===== src/hw/rtl/tmf_pkg.sv =====
// Shared types and constants of the thermal mass flow calculator.
`timescale 1ns / 1ps
package tmf_pkg;

  // Kelvin offset in Q8.8 and the cubic heat capacity fit with 40 fraction bits.
  localparam logic [16:0] KELVIN_OFFSET = 17'd69926;
  localparam logic [12:0] CP_C3         = 13'd4544;
  localparam logic [18:0] CP_C2         = 19'd355248;
  localparam logic [25:0] CP_C1         = 26'd51714804;
  localparam logic [43:0] CP_C0         = 44'd1090439004776;
  localparam logic [43:0] CP_HALF       = 44'd33554432;

  localparam int POWER_W = 23;
  localparam int DBAND_W = 13;
  localparam int MAG_W   = 16;
  localparam int CP_W    = 16;
  localparam int DEN_W   = 32;
  localparam int NUM_W   = 42;
  localparam int QUO_W   = 21;
  localparam int REM_W   = 53;
  localparam int FLOW_W  = 20;

  localparam logic [QUO_W-1:0] FLOW_POS_MAX = 21'd524287;
  localparam logic [QUO_W-1:0] FLOW_NEG_MAX = 21'd524288;

  localparam logic [POWER_W-1:0] POWER_RESET  = 23'd312017;
  localparam logic [DBAND_W-1:0] DBAND_RESET  = 13'd512;

  // Configuration register indexes.
  localparam logic [0:0] REG_HEATER_POWER = 1'b0;
  localparam logic [0:0] REG_DEADBAND     = 1'b1;

  // Per-request sideband that travels beside the arithmetic.
  typedef struct packed {
    logic             neg;
    logic             zero;
    logic [MAG_W-1:0] mag;
  } side_t;

  // One stage of the restoring divider.
  typedef struct packed {
    side_t            side;
    logic             ovf;
    logic [DEN_W-1:0] den;
    logic [REM_W-1:0] rem;
    logic [QUO_W-1:0] quo;
  } div_stage_t;

endpackage


===== src/hw/rtl/tmf_poly.sv =====
// Four-stage pipeline that evaluates the cubic heat capacity fit.
`timescale 1ns / 1ps
module tmf_poly
  import tmf_pkg::*;
(
  input  logic            clk,
  input  logic            rst_n,
  input  logic            en,
  input  logic            in_vld,
  input  logic [16:0]     in_x,
  input  side_t           in_side,
  output logic            out_vld,
  output logic [CP_W-1:0] out_cp,
  output side_t           out_side
);

  logic [3:0]  vld_r;
  side_t       side_r [4];

  logic [16:0] p1_x_r;
  logic [33:0] p1_x2_r;
  logic [34:0] p1_t1_r;
  logic [50:0] p2_x3_r;
  logic [36:0] p2_t2_r;
  logic [34:0] p2_t1_r;
  logic [34:0] p3_t3_r;
  logic [36:0] p3_t2_r;
  logic [34:0] p3_t1_r;
  logic [CP_W-1:0] p4_cp_r;

  logic [42:0] t1_prod;
  logic [52:0] t2_prod;
  logic [63:0] t3_prod;
  logic [43:0] cp_sum;

  assign t1_prod = 43'(in_x) * 43'(CP_C1);
  assign t2_prod = 53'(p1_x2_r) * 53'(CP_C2);
  assign t3_prod = 64'(p2_x3_r) * 64'(CP_C3);
  assign cp_sum  = CP_C0 + 44'(p3_t2_r) - 44'(p3_t1_r) - 44'(p3_t3_r) + CP_HALF;

  always_ff @(posedge clk) begin
    if (!rst_n) begin
      vld_r <= '0;
    end else if (en) begin
      vld_r <= {vld_r[2:0], in_vld};
    end
  end

  always_ff @(posedge clk) begin
    if (en) begin
      side_r[0] <= in_side;
      side_r[1] <= side_r[0];
      side_r[2] <= side_r[1];
      side_r[3] <= side_r[2];
      p1_x_r    <= in_x;
      p1_x2_r   <= 34'(in_x) * 34'(in_x);
      p1_t1_r   <= t1_prod[42:8];
      p2_x3_r   <= 51'(p1_x2_r) * 51'(p1_x_r);
      p2_t2_r   <= t2_prod[52:16];
      p2_t1_r   <= p1_t1_r;
      p3_t3_r   <= t3_prod[63:29];
      p3_t2_r   <= p2_t2_r;
      p3_t1_r   <= p2_t1_r;
      p4_cp_r   <= cp_sum[41:26];
    end
  end

  assign out_vld  = vld_r[3];
  assign out_cp   = p4_cp_r;
  assign out_side = side_r[3];

endmodule


===== config.mk =====
export PLATFORM = sky130hd
export DESIGN_NAME = tmf_poly
export DESIGN_NICKNAME = d
export VERILOG_FILES = /design/src/hw/rtl/tmf_pkg.sv /design/src/hw/rtl/tmf_poly.sv
export SDC_FILE = /design/constraint.sdc
export NUM_CORES = 2
export LEC_CHECK = 0
export BUFFER_PORTS_ARGS = -buffer_cell sky130_fd_sc_hd__buf_2
export CORE_MARGIN = 2
export CORE_UTILIZATION = 34
export DETAILED_ROUTE_END_ITERATION = 7
export PLACE_DENSITY = 0.48
export SETUP_SLACK_MARGIN = 0.3
export SYNTH_ARGS = -nofsm -noshare
export SYNTH_HDL_FRONTEND = slang
export SYNTH_SLANG_ARGS = --single-unit

===== constraint.sdc =====
create_clock -name clk -period 8.3 [get_ports clk]
set_input_delay 0.415 -clock clk [delete_from_list [all_inputs] [get_ports clk]]
set_output_delay 0.415 -clock clk [all_outputs]
set_load 0.01 [all_outputs]

Word-level counts from Yosys, hierarchy flattened
Memory sizes are Yosys's and may differ from the RTL's.
Index checks and enable logic that the tools add are counted.
Widths: inputs -> output; s select.

word-level totals
  bits in registers = 336
  output and inout bits = 35
  memory bits (writable) = 72
  memories kept = 1

operators by class
  multiplexer cells = 2
  multiply operators = 5
  $add $sub $neg = 4

memories
  name    depth  bits a word  rd ports  clocked after Yosys merged registers in  write ports  line            RTL
  side_r  4      18           4         0                                        4            tmf_poly.sv:18  side_t side_r [4];

operators with widths
  kind                    count
  $mul 51x7->58 const B   1
  $mul 34x17->51          1
  $mul 34x15->49 const B  1
  $add 42x27->42 const B  1
  $sub 41x35->42          1
  $sub 42x36->42          1
  $add 40x37->41 const A  1
  $mul 17x24->41 const B  1
  $mul 17x17->34          1
  $mux 1                  2

Longest topological paths before layout
  depth after elaboration = 4
  mapped depth = 27
  gate-level depth less buffers = 26

Worst setup path before layout
Ideal clock, no wire load.

  kind = register to register
  start = reg p1_x2_r[16]
  end = reg p2_x3_r[49] (data pin)
  data arrival time = 6473 ps
  stages on the path, launching flop included = 25
  slack = 1570 ps
  library setup time = 258 ps
  data required time = 8042 ps
  path through = edfxtp_1 -> clkbuf_1 -> nand2_1 -> fa_1 -> fa_1 -> fa_1 -> inv_1 -> fa_1 -> fa_1 -> inv_1 -> fa_1 -> inv_1 -> ha_1 -> clkbuf_1 -> a21oi_1 -> o211ai_1 -> a31oi_1 -> o21ai_0 -> a21boi_1 -> a221oi_2 -> a21oi_1 -> a221o_1 -> a221o_1 -> a21oi_2 -> xnor2_1

between the ends
  word-level cells in the longest chain between the ends = 1

ends and longest elaborated chain
  element                   line            RTL
  start: declaration        tmf_poly.sv:21  logic [33:0] p1_x2_r;
  start signal: assignment  tmf_poly.sv:56  p1_x2_r <= 34'(in_x) * 34'(in_x);
  $mul 34x17->51            tmf_poly.sv:58  p2_x3_r <= 51'(p1_x2_r) * 51'(p1_x_r);
  end signal: assignment    tmf_poly.sv:58
  end: declaration          tmf_poly.sv:23  logic [50:0] p2_x3_r;

Every way passes these cells.
A chain may end at the register's enable or synchronous reset.

Final worst setup path
  start = reg p1_x2_r[7]
  end = reg p2_x3_r[48] (data pin)

Same word-level chain as after synthesis.

==> flow_summary.ini <==
[status]
status = completed

[yosys]
ys_warn_count = 0
synth.distinct_cells = 73
avgSynthCellArea_um2 = 10.3
synth_cells = 6190
syn-num-nets = 8222
synth.top_cell.area_share_pct = 36.2
yosys.area.top_type = fa_1
synth_edf_count = 401
yosys-top-cells-area = fa_1 36%, edfxtp_1 19%, ha_1 17%
synthFlopType = edfxtp_1
synth_seq_cells = 405
synth_area_um2 = 63700
async_flop_share_pct = 0
ys_seq_area_share_pct = 19.0

[placement]
portBuffers = 72
placed_cell_area_um2 = 67600
dp_hpwl_mm = 140
placedCellCount = 8722
place.gp.congestion = 0.869
place_ws_ps = 605

[floorplan]
die_height_um = 437
die_w_um = 437
pin_count = 74
fp-row-count = 158
core-area_um2 = 186000
dieArea_um2 = 191000
initial_core_util_pct = 34.3

[cts]
root_buffer = clkbuf_16
cts_tree = yes
clk_pin_slew_ps = 60
clockBufferDepth = 3
insertion_delay_ps = 660
cts_resized = 0
clock-sinks = 405
cts_htree_levels = 2
cts_made_buffers = 52

[timing]
max_slew_margin_pct = 31.1
drv_slew = 0
hold_viol = 0
timing.final.crit_share_pct = 92.6
finalSetupTns_ps = 0
timing.final.crit_period_ps = 7690
setup_slack_ps = 610
clock_skew_ps = 40.6
setup_violations = 0
rsz0062_at_grt = no
worst_slew_pin_slew_ps = 1030
fmax_mhz = 130

[critical_path]
critPathCaptureType = register
critPathRequiredTime_ps = 8670
cp.arrival_ps = 8060
worstSetupPathType = reg -> reg
startpoint_type = register
crit_fanout = 16

[flow_run]
cap_violations = 0

[routing]
vias = 41500
wire_per_inst_um = 18.9
drc = 0
avgViaCountPerCell = 4.69
first_pass_iters = 5
postRouteAntennaNets = 0
wirelength_mm = 167
first_iter_violations = 2236

[layout]
final_cells = 8846
area_delta_synth_final_pct = 9.22
nets = 8355
fin_area_um2 = 69600
drive_gt1_share_pct = 4.84

[grt]
grt.overflow.total = 0
grt_pass1_wl_mm = 266
grt_pass1_vias = 45300
grt_max_degree = 120
grtUsageTotal_pct = 18.0
antenna_found_initial = 10

[min_path]
min_path_type = in -> reg
## cells in the mapped netlist (4+ instances only)
| library cell | n |
|---|---|
| nor2b_1 | 36 |
| and2_1 | 268 |
| nor3_1 | 24 |
| clkbuf_1 | 131 |
| nor2_1 | 128 |
| or3_1 | 5 |
| edfxtp_1 | 401 |
| dfxtp_1 | 4 |
| nor4_1 | 6 |
| o21ai_1 | 9 |
| nand2_1 | 500 |
| nand2b_1 | 20 |
| mux2i_1 | 4 |
| nand3_1 | 42 |
| a211o_1 | 5 |
| a2111oi_0 | 4 |
| a211oi_1 | 13 |
| inv_1 | 1770 |
| or2_2 | 8 |
| a21o_1 | 127 |
| o2111ai_1 | 7 |
| a21boi_0 | 5 |
| o211ai_1 | 7 |
| a221oi_1 | 10 |
| o21bai_1 | 22 |
| a221o_1 | 5 |
| o31a_1 | 8 |
| o21a_1 | 28 |
| a31oi_1 | 18 |
| o22ai_1 | 5 |
| nand4_1 | 34 |
| and4_1 | 8 |
| a21oi_1 | 195 |
| o31ai_1 | 6 |
| fa_1 | 1152 |
| xnor2_1 | 129 |
| xor2_1 | 57 |
| o21ai_0 | 79 |
| ha_1 | 841 |
| and3_1 | 23 |
## layout by cell type (no fill, tap or decap), types with 52 or more instances in the layout
cell type     n
o21ai_0      79
xnor2_1     129
and2_1      268
nor2_1      128
nand2_1     500
a21oi_1     195
fa_1       1152
ha_1        841
a21o_1      127
buf_4       110
inv_1      1770
buf_2        71
xor2_1       57
clkbuf_16    52
edfxtp_1    401
## state kept, by name, indices dropped and copies added (netlist names)
register,cells
p2_t2_r,37
p1_t1_r,35
side_r,72
out_cp,15
p1_x2_r,32
p2_x3_r,51
p1_x_r,17
p2_t1_r,35
p3_t3_r,35
p3_t2_r,37
p3_t1_r,35
vld_r,4
## repair_timing
item | in CTS | in global routing
endpoints found under the setup margin | 0 | 6
hold endpoints to repair | 22 | 0
hold buffers | 20 | 0
setup buffers | 0 | 7
## path summary, 6_finish.rpt
check / start / to / slack [ps] / depth (start not counted)
setup / recovery: p1_x2_r[7]$_DFFE_PP_ / p2_x3_r[48]$_DFFE_PP_ / 610 / 24
hold / removal: in_x[14] / p1_x_r[14]$_DFFE_PP_ / 270 / 1
setup reg to reg: p1_x2_r[7]$_DFFE_PP_ / p2_x3_r[48]$_DFFE_PP_ / 610 / 24
hold reg to reg: p1_t1_r[6]$_DFFE_PP_ / p2_t1_r[6]$_DFFE_PP_ / 400 / 0
## layer usage
layer	up-vias	share of wire, %	global-route usage (%)
met1	21300	47	25.3
met4	0	2.2	3.83
met3	174	4.2	1.72
li1	19300	-	-
met2	764	47	30.2
met5	-	0	0
## critical path: stages, from the launching register on
cell	delay, ps
edfxtp_1	780
buf_4	340
and2_1	160
fa_1	530
inv_1	50
fa_1	480
inv_1	50
fa_1	490
inv_1	50
fa_1	520
inv_1	50
fa_1	380
fa_1	470
ha_1	380
a21oi_1	320
o21ai_0	200
a221o_1	350
a31oi_1	450
o31ai_1	170
a21oi_1	330
o41ai_1	120
a21oi_1	240
o21ai_1	140
a31oi_1	240
xnor2_1	80
## area by class of cell
cell class,count,area (µm²)
tap,2480,3100
antenna,2,5.00
sequential,405,12100
inverter,1770,6640
fill,18700,116000
clock buffer,54,1310
multi-input combinational,3883,44500
clock inverter,41,398
timing repair buffer,211,1560
## stage by stage
stage / util, % / hold slack (ps)
3_3_place_gp: 36.4 / 400
4_1_cts: 37.4 / 211
6_report: 37.5 / 272
5_1_grt: 37.5 / 218
3_5_place_dp: 36.4 / 405
2_1_floorplan: - / 400
## cell families after synthesis
group	synth area share, %
AOI/OAI and AO/OA	6.05
xor gates and xnor gates	2.56
adders and majority gates	52.7
buffers and inverters	11.2
DFF	19.0
muxes	0.0805
other	0.00588
and+or+nand+nor	8.40
Power is not shown: default switching activity piles up to over one toggle a cycle in this logic, so the estimate is an artifact.
