<file path="src/hw/rtl/tmf_pkg.sv">
// Shared types and constants of the thermal mass flow calculator.
`timescale 1ns / 1ps
package tmf_pkg;

  // Kelvin offset in Q8.8 and the cubic heat capacity fit with 40 fraction bits.
  localparam logic [16:0] KELVIN_OFFSET = 17'd69926;
  localparam logic [12:0] CP_C3         = 13'd4544;
  localparam logic [18:0] CP_C2         = 19'd355248;
  localparam logic [25:0] CP_C1         = 26'd51714804;
  localparam logic [43:0] CP_C0         = 44'd1090439004776;
  localparam logic [43:0] CP_HALF       = 44'd33554432;

  localparam int POWER_W = 23;
  localparam int DBAND_W = 13;
  localparam int MAG_W   = 16;
  localparam int CP_W    = 16;
  localparam int DEN_W   = 32;
  localparam int NUM_W   = 42;
  localparam int QUO_W   = 21;
  localparam int REM_W   = 53;
  localparam int FLOW_W  = 20;

  localparam logic [QUO_W-1:0] FLOW_POS_MAX = 21'd524287;
  localparam logic [QUO_W-1:0] FLOW_NEG_MAX = 21'd524288;

  localparam logic [POWER_W-1:0] POWER_RESET  = 23'd312017;
  localparam logic [DBAND_W-1:0] DBAND_RESET  = 13'd512;

  // Configuration register indexes.
  localparam logic [0:0] REG_HEATER_POWER = 1'b0;
  localparam logic [0:0] REG_DEADBAND     = 1'b1;

  // Per-request sideband that travels beside the arithmetic.
  typedef struct packed {
    logic             neg;
    logic             zero;
    logic [MAG_W-1:0] mag;
  } side_t;

  // One stage of the restoring divider.
  typedef struct packed {
    side_t            side;
    logic             ovf;
    logic [DEN_W-1:0] den;
    logic [REM_W-1:0] rem;
    logic [QUO_W-1:0] quo;
  } div_stage_t;

endpackage

</file>
<file path="src/hw/rtl/tmf_div.sv">
// Pipelined restoring divider, one quotient bit per stage, with overflow detect.
`timescale 1ns / 1ps
module tmf_div
  import tmf_pkg::*;
(
  input  logic               clk,
  input  logic               rst_n,
  input  logic               en,
  input  logic               in_vld,
  input  logic [DEN_W-1:0]   in_den,
  input  logic [POWER_W-1:0] in_power,
  input  side_t              in_side,
  output logic               out_vld,
  output logic [QUO_W-1:0]   out_quo,
  output logic               out_ovf,
  output side_t              out_side
);

  logic               a_vld_r;
  side_t              a_side_r;
  logic [DEN_W-1:0]   a_den_r;
  logic [NUM_W-1:0]   a_num_r;

  logic [QUO_W:0]     vld_r;
  div_stage_t         st_r [QUO_W+1];

  always_ff @(posedge clk) begin
    if (!rst_n) begin
      a_vld_r  <= 1'b0;
      vld_r[0] <= 1'b0;
    end else if (en) begin
      a_vld_r  <= in_vld;
      vld_r[0] <= a_vld_r;
    end
  end

  // Rounded numerator, then the check whether the quotient needs more than QUO_W bits.
  always_ff @(posedge clk) begin
    if (en) begin
      a_side_r      <= in_side;
      a_den_r       <= in_den;
      a_num_r       <= NUM_W'({in_power, 18'd0}) + NUM_W'(in_den >> 1);
      st_r[0].side  <= a_side_r;
      st_r[0].den   <= a_den_r;
      st_r[0].rem   <= REM_W'(a_num_r);
      st_r[0].quo   <= '0;
      st_r[0].ovf   <= REM_W'(a_num_r) >= (REM_W'(a_den_r) << QUO_W);
    end
  end

  for (genvar i = 0; i < QUO_W; i++) begin : g_stage
    localparam int BIT = QUO_W - 1 - i;
    logic [REM_W-1:0] shifted;
    logic             take;
    div_stage_t       nxt;

    assign shifted = REM_W'(st_r[i].den) << BIT;
    assign take    = st_r[i].rem >= shifted;

    always_comb begin
      nxt          = st_r[i];
      nxt.quo[BIT] = take;
      if (take) begin
        nxt.rem = st_r[i].rem - shifted;
      end
    end

    always_ff @(posedge clk) begin
      if (!rst_n) begin
        vld_r[i+1] <= 1'b0;
      end else if (en) begin
        vld_r[i+1] <= vld_r[i];
      end
    end

    always_ff @(posedge clk) begin
      if (en) begin
        st_r[i+1] <= nxt;
      end
    end
  end

  assign out_vld  = vld_r[QUO_W];
  assign out_quo  = st_r[QUO_W].quo;
  assign out_ovf  = st_r[QUO_W].ovf;
  assign out_side = st_r[QUO_W].side;

endmodule

</file>
<file path="config.mk">
export PLATFORM = sky130hd
export DESIGN_NAME = tmf_div
export DESIGN_NICKNAME = d
export VERILOG_FILES = /design/src/hw/rtl/tmf_pkg.sv /design/src/hw/rtl/tmf_div.sv
export SDC_FILE = /design/constraint.sdc
export NUM_CORES = 2
export LEC_CHECK = 0
export BUFFER_PORTS_ARGS = -buffer_cell sky130_fd_sc_hd__buf_2
export CAP_MARGIN = 20
export CELL_PAD_IN_SITES_DETAIL_PLACEMENT = 0
export CELL_PAD_IN_SITES_GLOBAL_PLACEMENT = 1
export CORE_MARGIN = 5
export CORE_UTILIZATION = 53
export CTS_BUF_LIST = sky130_fd_sc_hd__clkbuf_8 sky130_fd_sc_hd__clkbuf_16
export DETAILED_ROUTE_END_ITERATION = 6
export PLACE_DENSITY = 0.89
export SYNTH_ARGS = -nofsm -noshare
export SYNTH_HDL_FRONTEND = slang
export SYNTH_SLANG_ARGS = --single-unit
</file>
<file path="constraint.sdc">
create_clock -name clk -period 4.35 [get_ports clk]
set_input_delay 0.87 -clock clk [delete_from_list [all_inputs] [get_ports clk]]
set_output_delay 0.87 -clock clk [all_outputs]
set_load 0.03 [all_outputs]
</file>
======== Word-level counts from Yosys, hierarchy flattened ========
Memories as Yosys holds them, arrays and structs flattened.
Index checks and enable logic that the tools add are counted.
cells by class
  muxes and demuxes ....................... 23
  $lt $le $gt $ge ......................... 22
  add/sub/neg operators ................... 22
operators with widths
  cell              count
  $mux 53           21
  $ge 42x53->1      1
  $ge 53x32->1      1
  $ge 53x33->1      1
  $ge 53x34->1      1
  $ge 53x35->1      1
  $ge 53x36->1      1
  $ge 53x37->1      1
  $ge 53x38->1      1
  $ge 53x39->1      1
  $ge 53x40->1      1
  $ge 53x41->1      1
  $ge 53x42->1      1
  $ge 53x43->1      1
  $ge 53x44->1      1
  $ge 53x45->1      1
  $ge 53x46->1      1
  $ge 53x47->1      1
  $ge 53x48->1      1
  $ge 53x49->1      1
  $ge 53x50->1      1
  $ge 53x51->1      1
  $ge 53x52->1      1
  $sub 53x32->53    1
  other kinds (22)  23
storage, ports and cells
  memories ................................ 1
  memory bits (writable) .................. 2750
  input bits .............................. 77
  output and inout bits ................... 41
  register bits after elaboration ......... 115
memory list
  memory  depth  bits a word  rd ports  clocked after Yosys merged registers in  write ports  line           text
  st_r    22     125          22        0                                        22           tmf_div.sv:25  div_stage_t st_r [QUO_W+1];

======== Logic depth before layout (Yosys ltp) ========
An unclocked memory read counts as a cell.
  depth in word-level cells ............... 3
  gate-level depth with buffers ........... 18
  mapped depth without buffers ............ 16

======== Least setup slack after synthesis ========
Ideal clock, no wire load.
  path kind ............................... reg2reg
  start point ............................. memory st_r[11][84] in the netlist's numbering
  end point ............................... memory st_r[12][31] in the netlist's numbering (data pin)
  data required time ...................... 4.090 ns
  arrival ................................. 3.431 ns
  setup slack ............................. 0.659 ns
  library setup time ...................... 0.260 ns
  cell stages (with the launch flop) ...... 16
  buffers on the path ..................... 1
  cells stage by stage .................... edfxtp_1 -> inv_1 -> ha_1 -> inv_1 -> fa_1 -> a21o_1 -> a21oi_1 -> o211ai_1 -> nor4b_1 -> o21ai_0 -> a311oi_1 -> nor2_1 -> o21ai_1 -> a31oi_1 -> clkbuf_1 -> mux2_2
RTL lines
  element      line
  from (decl)  tmf_div.sv:25

==> flow_summary.ini <==
[status]
outcome = complete, but fails checks
failed_checks = design-rule violations

[synthesis]
synth_area_um2 = 118000
post-synth-top-count-cell = edfxtp_1
synth_compound_area_frac = 0.128
synthAdderAreaFrac = 0.0774
ys_types = 97
synth.area.top_cells = edfxtp_1 (58%), ha_1 (7.4%), a21oi_1 (3.3%), xnor2_1 (3.1%), inv_1 (2.7%)
synth_top_cell_area_share = 0.578
yosysWarnings = 0
async_flop_share = 0
synthesis.nets = 10800
synth_xor_area_frac = 0.0570
synth_top_family_by_area = compound AO/OA/AOI/OAI gates
yosys.area_share.simple = 0.107
synthMuxAreaShare = 0.0124
synth_commonest_cells = edfxtp_1 (2,272), inv_1 (849), a21oi_1 (785)
synth_edf_count = 2272
synth-seq-area-share = 0.582
ys_ff_latch = 2295
avgSynthCellArea_um2 = 11.7
synthFlopType = edfxtp_1
synth_top_area_cell = edfxtp_1
synth_cells = 10000

[grt]
grt_pass1_vias = 77400
grt_pass1_wl_um = 440000
grt_max_degree = 122
grt-ovfl-total = 0
grt_usage = 0.241
antenna_found_initial = 9

[worst_setup_path]
reg2reg_depth = 16
crit_path_end_kind = flop
path_class = flop to flop
critical_path_required_ps = 4920
worst-endpoint-arrival_ps = 4780
critPathLaunch = st_r[17][78]
rrSetupSlack_ps = 140
cp-endpoint = st_r[18][61]
r2r-start = st_r[17][78]
worstSetupStartpointType = flop
rr_endpoint = st_r[18][61]
cpPeakStageDelay_ps = 430
slowest_stage = fa_1
critPathMaxFanout = 5
crit_chain = inv_1, ha_1, fa_1, nor2b_1, o21ai_1, a21oi_1, o211ai_1, a31oi_2, o31a_1, a221o_1, a41oi_2, inv_2, o2111ai_1, buf_4, nor4b_1, xor2_1

[drt]
totalWireLength_um = 282000
wl_met1_um = 116000
routedWlPerCell_um = 20.8
vias_per_cell = 5.76
top_layer_used = met4
vias = 78100
routed-wl-met2_um = 138000
first_iter_violations = 6240
dr_wl_met3_um = 15000
drc = 2
first_pass_iters = 7
ant_nets = 0

[cells_and_area]
final_layout_size_suffix_gt1_frac = 0.0901
final_cells = 13600
syn_to_final_growth_pct = 12.0
nNetsFinal = 11200
fin_area_um2 = 132000

[cts]
cts_buffer_depth = 3
cts_buffers = 239
cts_hold_buf = 0
root_buffer = clkbuf_16
cts_tree = done
clk_latency_ps = 950
h-tree-depth = 4
cts_sinks = 2295
clk_pin_slew_worst_paths_ps = 70

[timing]
tightest_slew_ps = 1200
setup_viol = 0
tns_ps = 0
min_period_ps = 4210
skew_ps = 123
max_freq_ghz = 0.237
finalMaxSlewViolations = 0
holdWs_ps = 108
fin_crit_sh = 0.968
slew_headroom = 0.189
rsz0062_at_grt = no
hold_viol_final = 0

[placement]
gp_congestion = 0.962
place_area_um2 = 124000
dpl.hpwl_um = 211000
portBuffers = 117
placed_cells = 13100

[power]
leakage_uw = 0.0518
power_density_nw_per_um2 = 640
peakVddDrop_mv = 0.486

[floorplan]
dieHeight_um = 482
start_util = 0.532
core-area_um2 = 222000
ios = 118
num_rows = 173
fp.dieArea_um2 = 232000
die_w_um = 482

[hold_path]
holdPathStages = 1
hp-class = input port to flop

[flow_run]
maxCapViolations = 0
## routing by layer
metal	vias up	global-route usage
met3	604	0.0351
li1	37700	-
met4	0	0.101
met1	37500	0.307
met5	-	0
met2	2278	0.415
## report_power, final
| group | switching [µW] | internal, µW |
|---|---|---|
| Clock | 9000 | 12200 |
| Combinational | 17500 | 12600 |
| Sequential | 3030 | 30200 |
| Total | 29500 | 55100 |
## cells by family after synthesis
group | after synthesis
xor+xnor | 767
simple gates | 2558
compound gates | 2438
flops | 2295
mux | 134
buf+inv | 1135
fa+ha+maj | 717
## worst min path at each step
stage,start,endpoint,slack [ps]
after floorplan,a_side_r[0],st_r[0][107],400
after global placement,st_r[15][119],st_r[16][119],400
after detailed placement,st_r[10][110],st_r[11][110],400
after CTS,in_side[16],a_side_r[16],10
after global routing,in_side[16],a_side_r[16],60
final,in_side[16],a_side_r[16],110
## what timing repair did
| item | 4_1_cts | 5_1_grt |
|---|---|---|
| setup endpoints to repair | 0 | 100 |
| resized for setup | 0 | 20 |
| setup buffers | 0 | 1 |
| hold endpoints to repair | 0 | 0 |
## placed cells by master (no fill, tap or decap), drive strengths merged, types with 26 or more instances in the layout
cell type	netlist	routed
inv	854	904
buf	62	374
o31ai	68	68
mux2	99	99
nor4b	36	36
xor2	348	348
nand2	784	784
a21oi	785	785
o21bai	96	96
a21o	377	377
clkinv	1	102
clkinvlp	0	30
o211ai	27	27
or3	47	47
a31oi	72	72
nor2	586	586
and3	77	77
o21a	62	62
nor3b	26	26
nand2b	100	100
a211oi	50	50
nand3	166	166
or4	29	29
xnor2	419	419
nor2b	139	139
and2	41	41
clkbuf	218	241
o21ai	651	651
bufinv	0	34
edfxtp	2272	2272
nand4	171	171
mux2i	35	35
ha	696	696
a2111oi	26	26
nor3	153	153
nor4	109	109
## critical path: cells and delay by family, from the launching register on
kind	cells	cell delay, ps
compound gates	8	1780
simple gates	2	490
buf+inv	3	400
fa+ha+maj	2	680
flops	1	380
xor+xnor	1	110
## flip-flops by register name, summed over array words and instances (netlist names)
| name | cells |
|---|---|
| vld_r | 21 |
| a_side_r | 18 |
| a_den_r | 32 |
| a_vld_r | 1 |
| a_num_r | 24 |
| st_r | 2198 |
| out_vld | 1 |
## layout make-up
cell class / count / area (µm²)
Fill cell: 17500 / 89700
Multi-Input combinational cell: 6614 / 45100
Clock buffer: 241 / 6010
Antenna cell: 1 / 2.50
Timing Repair Buffer: 374 / 3010
Inverter: 855 / 3210
Sequential cell: 2295 / 68700
Clock inverter: 215 / 2360
Tap cell: 2975 / 3720
## stage by stage
step,utilization,total power [µW],worst slack (ps)
2_1_floorplan,-,53900,659
4_1_cts,0.595,84900,59.3
3_3_place_gp,0.558,62900,63.4
5_1_grt,0.596,89700,1.92
6_report,0.596,84600,139
3_5_place_dp,0.558,63300,125
(Power assumes the default switching activity.)
